[src/design/lusp_ram.sv]
// Generic single-port-write, single-port-read RAM with registered read.
`timescale 1ns / 1ps
module lusp_ram #(
    parameter int WIDTH = 32,
    parameter int DEPTH = 16
) (
    input  logic                     i_clk,
    input  logic                     i_we,
    input  logic [$clog2(DEPTH)-1:0] i_waddr,
    input  logic [WIDTH-1:0]         i_wdata,
    input  logic                     i_re,
    input  logic [$clog2(DEPTH)-1:0] i_raddr,
    output logic [WIDTH-1:0]         o_rdata
);
    logic [WIDTH-1:0] r_mem [DEPTH];

    always_ff @(posedge i_clk) begin
        if (i_we) begin
            r_mem[i_waddr] <= i_wdata;
        end
        if (i_re) begin
            o_rdata <= r_mem[i_raddr];
        end
    end
endmodule

[config.mk]
export PLATFORM = sky130hd
export DESIGN_NAME = lusp_ram
export DESIGN_NICKNAME = d
export VERILOG_FILES = /design/src/design/lusp_ram.sv
export SDC_FILE = /design/constraint.sdc
export NUM_CORES = 1
export LEC_CHECK = 0
export BUFFER_PORTS_ARGS = -buffer_cell sky130_fd_sc_hd__clkbuf_2
export CAP_MARGIN = 40
export CELL_PAD_IN_SITES_DETAIL_PLACEMENT = 1
export CELL_PAD_IN_SITES_GLOBAL_PLACEMENT = 2
export CORE_ASPECT_RATIO = 0.9
export CORE_MARGIN = 2
export CORE_UTILIZATION = 35
export CTS_BUF_LIST = sky130_fd_sc_hd__clkbuf_8
export CTS_CLUSTER_SIZE = 16
export DETAILED_ROUTE_END_ITERATION = 16
export PLACE_DENSITY_LB_ADDON = 0.12
export RECOVER_POWER = 100
export SLEW_MARGIN = 20
export SYNTH_ARGS = -nofsm -noshare
export SYNTH_HDL_FRONTEND = slang
export SYNTH_SLANG_ARGS = --single-unit
[constraint.sdc]
create_clock -name i_clk -period 7.35 [get_ports i_clk]
set_input_delay 0.3675 -clock i_clk [delete_from_list [all_inputs] [get_ports i_clk]]
set_output_delay 0.3675 -clock i_clk [all_outputs]
set_load 0.01 [all_outputs]
Word-level counts from Yosys, hierarchy flattened
Memory sizes are Yosys's and may differ from the RTL's. A register that Yosys moved wholly into a read port is not among the register bits.
Cells that the tools add are included.
- bits in registers: 0
- memory bits (writable): 512
- memories kept: 1
- logic and storage cells: 3
- bits of input ports: 43
- muxes and demuxes: 2
- memory list (memory ; words ; bits a word ; read ports ; clocked after memory_dff ; wr ports ; line ; RTL):
    r_mem ; 16 ; 32 ; 1 ; 1 ; 1 ; 15 ; logic [WIDTH-1:0] r_mem [DEPTH];
- operator list (operator ; number):
    1-bit 2-to-1 mux ; 2

Longest topological paths before layout
Gate-level depths: netlist of the first run.
- depth after elaboration: 2
- depth in mapped cells: 5

Least setup slack after synthesis of the first run
OpenSTA, ideal clock, no wires.
- kind: input -> register
- start: input i_waddr[2]
- end: memory r_mem[0][0], enable pin
- path slack: 3.803 ns
- required time: 6.889 ns
- stages on the path: 2
- arrival time: 3.086 ns
- setup time: 0.461 ns
- cell sequence: or3b_2 > nor3_1
- RTL lines (item ; line ; RTL):
    start: declaration ; 9 ; input logic [$clog2(DEPTH)-1:0] i_waddr,
    end: declaration ; 15 ;
Straight into the memory's write port.

==> run_results.csv, run 1 <==
group,metric,value,unit
outcome,outcome,"complete, but fails checks",
outcome,violations,"max-capacitance violations, max-slew violations",
critical_path,crit_fanout,71,
critical_path,path_buf_inv,3,
cells_and_area,fillers,5343,
cells_and_area,area_growth,13.9,%
synth,avgSynthCellArea,24.1,µm²
synth,synth_cell_type_count,17,
grt,grt_first_pass_wirelength,72700,µm
power,comb_power_share,4.9,%
sta,rsz0062_at_grt,"false",
clock_network,clk_latency,0.66,ns
sta,drv_slew,632,
grt,grt_util_all_layers,17.2,%
critical_path,cp_slowest_cell,"clkbuf_1",
critical_path,crit_type,"primary input to flip-flop",
detailed_routing,avgViaCountPerCell,5.12,
sta,fmax,227,MHz
clock_network,cts.path.max_buffers,3,
detailed_routing,drt_wl_total,50300,µm
sta,finalSetupTns,0,ns
clock_network,cts_root_buf,"clkbuf_8",
sta,maxSlewHeadroom,-125,%
floorplan,die_area,0.0596,mm²
min_path,hold-path-endpoint,"r_mem[0][10]$_DFFE_PP_",
power,seqPwrFrac,57.2,%
placement,pre_cts_slack,4.41,ns
sta,layout_setup_ws,2.95,ns
detailed_routing,routedWlPerCell,27.6,µm
synth,syn_area,0.0202,mm²
detailed_routing,drc,0,
clock_network,cts_resized,0,
detailed_routing,dr.pass1.iters,5,
grt,gr-total-overflow,0,
floorplan,ios,75,
power,power_leakage,7.17,nW
clock_network,cts_made_buffers,90,
sta,tightest_slew,3.37,ns
floorplan,die_width,257,µm
cells_and_area,finalNonFillerCells,1822,
detailed_routing,vias,9331,
floorplan,core,0.0570,mm²
clock_network,post_cts_buffers,0,
synth,seq_area_frac_synth,81.0,%
cells_and_area,n_antenna_cell,0,
clock_network,cts-hold-fix-buffers,0,
placement,numPortBuffers,74,
synth,yosysMostFrequentCell,"edfxtp_1",
synth,yosys_register_bits,544,
floorplan,initial_core_util,35.4,%
cells_and_area,fin_area,0.0230,mm²
clock_network,cts_tree,"yes",
detailed_routing,drt_iter0_markers,756,
grt,grt_pass1_vias,10300,
synth,synth_edf_count,544,
critical_path,critPathMostFrequentCell,"clkbuf_1",
grt,antenna_found_initial,1,
critical_path,critPathMaxStageDelay,2.22,ns
synth,synthTopCellsByArea,"edfxtp_1, mux4_2, a22oi_1",
synth,syn_inst,838,
power,power_density,268,mW/mm²
placement,place_area,0.0217,mm²
placement,dp_hpwl,23100,µm
critical_path,r2r-start,"r_mem[11][10]$_DFFE_PP_",
power,clkPwrFrac,37.9,%
sta,timing.final.crit_share,59.8,%
sta,post-route-min-period,4.40,ns
min_path,hold_path_class,"primary input to flip-flop",
critical_path,critPathTopFamily,"buffers and inverters",
detailed_routing,antenna_left,0,
critical_path,r2r_end,"o_rdata[10]$_DFFE_PP_",
synth,syn-num-nets,881,
critical_path,cp-end-kind,"flip-flop",
critical_path,critPathArrivalTime,4.77,ns
placement,placedCellCount,1661,
clock_network,cts.reportedPaths.clkPinSlew,0.06,ns
min_path,min-delay-start,"i_wdata[10]",
sta,finClkSkew,0.0238,ns
placement,gp_congestion,0.666,
critical_path,worstPathCellList,"buf_6 -> clkbuf_1 -> clkbuf_1 -> mux4_2 -> a22oi_1 -> nand2_1",
synth,async_reset_ff_share,0,%
synth,synth_top_area_share,81.0,%
min_path,whs_path_depth,1,
cells_and_area,nNetsFinal,1031,
cells_and_area,drive_gt1_share,23.7,%
synth,yosys.area.top_type,"edfxtp_1",
critical_path,required,7.73,ns
power,p_int,4.78,mW
power,max-vdd-ir-drop,0.000121,V
critical_path,cp-start-kind,"primary input",
sta,final-hold-violation-count,0,
job,max-cap-violations,24,
power,p_switching,1.38,mW
clock_network,htreeDepth,3,
synth,synth_common_cells,"edfxtp_1, mux4_2, a22oi_1",
floorplan,floorplan.rows,83,
synth,yosysWarnings,0,
critical_path,worst_r2r_path_depth,3,
critical_path,ff2ff_setup_slack,5.85,ns
grt,grt_max_degree,72,
synth,ys.flop_type,"edfxtp_1",
sta,setup_violations,0,
power,p_sw_share,22.4,%
clock_network,clock-sinks,544,
floorplan,die_h,232,µm
routing by layer:
| layer | part of all wire (%) | up-vias | global-route usage [%] |
|---|---|---|---|
| met5 | 0.024 | - | 0 |
| met1 | 48 | 5071 | 25.3 |
| met4 | 2.5 | 2 | 4.92 |
| met2 | 45 | 237 | 26.0 |
| met3 | 4.4 | 101 | 3.63 |
| li1 | - | 3920 | - |
cells by family (layout without fill, tap and decap cells):
| logic type | after synthesis | in the layout | synth area share, % |
|---|---|---|---|
| DFF | 544 | 544 | 81.0 |
| and+or+nand+nor | 59 | 59 | 1.25 |
| muxes | 128 | 128 | 14.3 |
| AOI/OAI and AO/OA | 64 | 64 | 2.38 |
| buffers and inverters | 43 | 262 | 1.10 |
registers in the layout (all words and copies together), names as in the netlist:
name and cells:
o_rdata 32, r_mem 512
through the flow:
step	hold slack [ns]	power [mW]	util, %
after floorplan	0.466	3.75	-
after global placement	0.728	3.89	37.9
after detailed placement	0.737	3.90	38.0
after CTS	0.0654	6.25	40.7
after global routing	0.202	6.39	40.3
final	0.212	6.16	40.3
cell type report:
class | count | area (µm²) | share of cell area, %
clock buffer | 93 | 1280 | 5.57
clock inverter | 68 | 265 | 1.15
tap | 765 | 957 | 4.17
sequential | 544 | 16300 | 71.1
timing repair buffer | 101 | 442 | 1.92
multi-input combinational | 251 | 3690 | 16.1
how the worst max path moves through the flow:
stage / from / to / cells past startpoint
floorplan: i_waddr[2] / r_mem[0][0]$_DFFE_PP_ / 2
global placement: i_raddr[0] / o_rdata[13]$_DFFE_PP_ / 5
detailed placement: i_raddr[0] / o_rdata[0]$_DFFE_PP_ / 5
CTS: i_raddr[0] / o_rdata[0]$_DFFE_PP_ / 5
global route: i_raddr[1] / o_rdata[9]$_DFFE_PP_ / 6
finish: i_raddr[1] / o_rdata[9]$_DFFE_PP_ / 6
cell usage in the layout, fill, tap and decap left out, types with 6 or more instances in the layout:
cell type / Yosys / final
a22oi_1: 64 / 64
clkbuf_1: 17 / 89
edfxtp_1: 544 / 544
inv_1: 0 / 40
nand2_1: 33 / 33
clkinv_1: 0 / 24
clkbuf_8: 0 / 94
nor2_4: 0 / 7
mux4_2: 128 / 128
nor2_1: 13 / 6
power by group through the flow:
stage | Combinational (mW) | Clock (mW) | Sequential, mW
global placement | 0.312 | 0 | 3.58
global route | 0.330 | 2.54 | 3.53
finish | 0.302 | 2.33 | 3.52
detailed placement | 0.321 | 0 | 3.58
CTS | 0.321 | 2.41 | 3.52
floorplan | 0.167 | 0 | 3.58
Note: power is estimated with default switching activity, not from simulation.
==> run 2: changes to the inputs <==
- clock period: 7.35 -> 4.2 ns (I/O delays scaled with it)
==> run_results.csv, run 2 (synthesis gave the netlist of run 1 again) <==
group,metric,value,unit
outcome,outcome,"complete, but fails checks",
outcome,violations,"max-capacitance violations, max-slew violations",
clock_network,cts.path.max_buffers,3,
detailed_routing,vias,9457,
critical_path,cp-start-kind,"primary input",
cells_and_area,regMostFlops,"r_mem",
clock_network,htreeDepth,3,
floorplan,initial_core_util,35.4,%
power,comb_power_share,5.1,%
cells_and_area,area_growth,16.4,%
clock_network,cts.reportedPaths.clkPinSlew,0.06,ns
cells_and_area,n_antenna_cell,0,
sta,post-route-min-period,2.79,ns
grt,grt_first_pass_wirelength,72700,µm
clock_network,clock-sinks,544,
power,clkPwrFrac,39.0,%
floorplan,die_width,257,µm
grt,grt_pass1_vias,10500,
floorplan,die_area,0.0596,mm²
cells_and_area,final_common_cell,"edfxtp_1",
cells_and_area,fillers,5334,
detailed_routing,antenna_left,0,
power,p_int,8.55,mW
grt,gr-total-overflow,0,
job,max-cap-violations,14,
sta,final-hold-violation-count,0,
min_path,hold_path_class,"primary input to flip-flop",
floorplan,die_h,232,µm
detailed_routing,drt_iter0_markers,633,
floorplan,core,0.0570,mm²
placement,numPortBuffers,74,
grt,antenna_found_initial,0,
clock_network,clk_latency,0.66,ns
sta,fmax,358,MHz
cells_and_area,nNetsFinal,1069,
power,seqPwrFrac,55.9,%
critical_path,ff2ff_setup_slack,2.56,ns
sta,finClkSkew,0.0127,ns
sta,drv_slew,273,
cells_and_area,reg_top3,"r_mem (512), o_rdata (32)",
detailed_routing,routedWlPerCell,26.8,µm
critical_path,critPathMaxStageDelay,1.39,ns
power,power_leakage,7.43,nW
detailed_routing,avgViaCountPerCell,5.08,
sta,hold_slack,0.181,ns
cells_and_area,final_cell_mix,"edfxtp_1, mux4_2, clkbuf_8, clkbuf_1, a22oi_1",
grt,grt_max_degree,70,
placement,gp_congestion,0.678,
clock_network,cts_tree,"yes",
power,p_sw_share,22.4,%
sta,finalSetupTns,0,ns
sta,maxSlewHeadroom,-100,%
critical_path,worstPathCellList,"clkbuf_1 -> nand2_1 -> nor2_1 -> clkbuf_2",
power,power_density,469,mW/mm²
grt,grt_util_all_layers,17.1,%
detailed_routing,drt_wl_total,49800,µm
clock_network,cts_made_buffers,91,
critical_path,crit_fanout,22,
critical_path,cp-end-kind,"flip-flop",
critical_path,required,4.46,ns
cells_and_area,drive_gt1_share,25.6,%
critical_path,cp_slowest_cell,"nor2_1",
cells_and_area,largest_register_ffs,512,
detailed_routing,drc,0,
clock_network,post_cts_buffers,0,
clock_network,cts_resized,0,
power,max-vdd-ir-drop,0.000167,V
power,p_switching,2.47,mW
detailed_routing,dr.pass1.iters,5,
floorplan,ios,75,
sta,tightest_slew,3.00,ns
sta,setup_violations,0,
floorplan,floorplan.rows,83,
clock_network,cts_root_buf,"clkbuf_8",
critical_path,critPathArrivalTime,3.05,ns
critical_path,crit_type,"primary input to flip-flop",
placement,dp_hpwl,26800,µm
power,total_power,11.0,mW
sta,rsz0062_at_grt,"false",
sta,timing.final.crit_share,66.5,%
## run 2: cell types whose count changed in the layout (fill, tap and decap cells not counted), sizes merged
cell	before	now
bufinv	0	2
clkinvlp	2	1
clkinv	26	38
buf	6	22
inv	40	29
dlygate4sd3	0	30
clkbuf	188	180
## run 2: cell type report
cell class,instances,area (µm²),area share [%]
Clock inverter,70,352,1.50
Timing Repair Buffer,138,903,3.85
Multi-Input combinational cell,251,3650,15.5
Tap cell,765,957,4.07
Sequential cell,544,16300,69.5
Clock buffer,94,1290,5.51
## run 2: critical path: cells and delay by family
family        cells  cell delay (ns)
buf+inv           2             1.24
simple gates      2             1.58
## run 2: power by group through the flow
| stage | Combinational (mW) | Sequential, mW | Clock (mW) |
|---|---|---|---|
| after floorplan | 0.292 | 6.27 | 0 |
| after global placement | 0.562 | 6.27 | 0 |
| after detailed placement | 0.577 | 6.27 | 0 |
| after CTS | 0.600 | 6.16 | 4.45 |
| after global routing | 0.618 | 6.17 | 4.66 |
| final | 0.563 | 6.16 | 4.29 |
## run 2: final timing paths
path	startpoint	to	cells past startpoint
setup / recovery	i_waddr[0]	r_mem[15][29]$_DFFE_PP_	4
setup reg to reg	r_mem[3][24]$_DFFE_PP_	o_rdata[24]$_DFFE_PP_	3
hold reg to reg	r_mem[15][6]$_DFFE_PP_	o_rdata[6]$_DFFE_PP_	3
hold / removal	i_wdata[26]	r_mem[13][26]$_DFFE_PP_	1
## run 2: timing repair
item	4_1_cts	5_1_grt
hold endpoints to repair	476	0
endpoints found under the setup margin	0	0
hold buffers	30	0
## run 2: routing by layer
metal / vias to the layer above / routed length, µm / GRT usage, %
li1: 3999 / - / -
met1: 5146 / 23600 / 24.9
met2: 242 / 23100 / 26.3
met3: 70 / 2320 / 3.51
met4: 0 / 838 / 4.52
met5: - / 0 / 0
## run 2: per-stage QoR
step	instances	util (%)	cell area (µm²)	setup WS, ns
after floorplan	838	-	20200	0.810
after global placement	1663	38.0	21700	1.88
after detailed placement	1667	38.2	21800	1.87
after CTS	1861	41.6	23700	2.48
after global routing	1862	41.2	23500	1.25
final	1862	41.2	23500	1.41
==> run 3: changes to the inputs <==
- clock period: 4.2 -> 2.6 ns (I/O delays scaled with it)
==> run_results.csv, run 3 (synthesis gave the netlist of run 1 again) <==
group,metric,value,unit
clock_network,cts_resized,0,
cells_and_area,nNetsFinal,1080,
detailed_routing,antenna_left,0,
floorplan,die_h,232,µm
clock_network,cts.reportedPaths.clkPinSlew,0.06,ns
detailed_routing,dr.pass1.iters,5,
cells_and_area,area_growth,17.6,%
placement,gp_congestion,0.671,
critical_path,crit_fanout,10,
sta,tightest_slew,1.63,ns
clock_network,cts_tree,"yes",
min_path,hold_path_class,"primary input to flip-flop",
grt,grt_first_pass_wirelength,73200,µm
placement,numPortBuffers,74,
critical_path,cp-start-kind,"primary input",
grt,grt_pass1_vias,10400,
sta,rsz0062_at_grt,"false",
critical_path,ff2ff_setup_slack,1.12,ns
grt,grt_max_degree,43,
sta,finalSetupTns,0,ns
sta,fmax,520,MHz
floorplan,die_area,0.0596,mm²
critical_path,critPathArrivalTime,2.27,ns
critical_path,crit_type,"primary input to flip-flop",
sta,maxSlewHeadroom,-8.42,%
power,max-vdd-ir-drop,0.000357,V
grt,antenna_found_initial,2,
min_path,hold-path-endpoint,"o_rdata[29]$_DFFE_PP_",
sta,post-route-min-period,1.92,ns
detailed_routing,drt_wl_total,50000,µm
sta,drv_slew,16,
cells_and_area,final_cell_mix,"edfxtp_1, mux4_2, clkbuf_8, clkbuf_1, a22oi_1",
placement,place_area,0.0221,mm²
detailed_routing,routedWlPerCell,26.6,µm
min_path,whs_path_depth,4,
detailed_routing,drt_iter0_markers,663,
detailed_routing,vias,9535,
outcome,outcome,"complete, but fails checks",
critical_path,r2r_end,"o_rdata[4]$_DFFE_PP_",
clock_network,clk_latency,0.67,ns
critical_path,required,2.95,ns
placement,placedCellCount,1676,
critical_path,worst_r2r_path_depth,3,
clock_network,htreeDepth,3,
critical_path,cp-end-kind,"flip-flop",
grt,grt_util_all_layers,17.3,%
clock_network,clock-sinks,544,
placement,dp_hpwl,25900,µm
sta,hold_slack,0.175,ns
cells_and_area,largest_register_ffs,512,
grt,gr-total-overflow,0,
power,power_leakage,7.51,nW
clock_network,cts_root_buf,"clkbuf_8",
cells_and_area,final_common_cell,"edfxtp_1",
critical_path,r2r-start,"r_mem[11][4]$_DFFE_PP_",
detailed_routing,drc,0,
min_path,min-delay-start,"i_raddr[1]",
cells_and_area,regMostFlops,"r_mem",
clock_network,cts.path.max_buffers,3,
outcome,violations,"max-capacitance violations, max-slew violations",
cells_and_area,reg_top3,"r_mem (512), o_rdata (32)",
power,power_density,749,mW/mm²
floorplan,initial_core_util,35.4,%
floorplan,ios,75,
cells_and_area,finalNonFillerCells,1877,
detailed_routing,avgViaCountPerCell,5.08,
cells_and_area,n_antenna_cell,0,
job,max-cap-violations,1,
sta,setup_violations,0,
sta,final-hold-violation-count,0,
power,total_power,17.8,mW
clock_network,cts_made_buffers,92,
floorplan,die_width,257,µm
sta,timing.final.crit_share,73.9,%
cells_and_area,fin_area,0.0237,mm²
floorplan,floorplan.rows,83,
floorplan,core,0.0570,mm²
sta,finClkSkew,0.0226,ns
cells_and_area,drive_gt1_share,26.3,%
## run 3: repair_timing
item                       4_1_cts  5_1_grt
setup buffers                    0        0
hold buffers                    32        0
hold endpoints to repair       512        0
setup endpoints to repair        0        0
## run 3: area by class of cell
| type | instances | area [µm²] |
|---|---|---|
| Fill cell | 5344 | 33300 |
| Clock buffer | 95 | 1310 |
| Tap cell | 765 | 957 |
| Multi-Input combinational cell | 251 | 3700 |
| Timing Repair Buffer | 148 | 1090 |
| Clock inverter | 74 | 332 |
| Sequential cell | 544 | 16300 |
## run 3: worst max-delay path, stage by stage
cell and delay (ns):
clkbuf_1 0.15, or3b_2 0.52, nor2_1 1.09, buf_4 0.37
## run 3: power breakdown
part           switching (mW)  internal (mW)
registers              0.0564           9.89
clock network            3.39           3.48
logic                   0.556          0.380
## run 3: worst max-delay path by stage
stage | from | endpoint | slack, ns
2_1_floorplan | i_waddr[2] | r_mem[1][0]$_DFFE_PP_ | 0.16
3_3_place_gp | i_raddr[0] | o_rdata[13]$_DFFE_PP_ | 0.66
3_5_place_dp | i_raddr[0] | o_rdata[13]$_DFFE_PP_ | 0.67
4_1_cts | o_rdata[17]$_DFFE_PP_ | o_rdata[17] | 1.05
5_1_grt | i_re | o_rdata[10]$_DFFE_PP_ | 0.64
6_report | i_we | r_mem[3][9]$_DFFE_PP_ | 0.68
## run 3: layer usage
metal	vias to the layer above	global-route usage (%)	part of all wire (%)
met3	90	3.73	4.0
met4	2	4.81	2.1
met1	5202	25.0	48
met5	-	0	0.026
met2	213	26.4	46
li1	4028	-	-
## run 3: through the flow
step,util (%),worst slack [ns]
2_1_floorplan,-,0.162
3_5_place_dp,38.7,0.671
4_1_cts,42.1,1.05
3_3_place_gp,38.7,0.664
6_report,41.6,0.679
5_1_grt,41.6,0.638
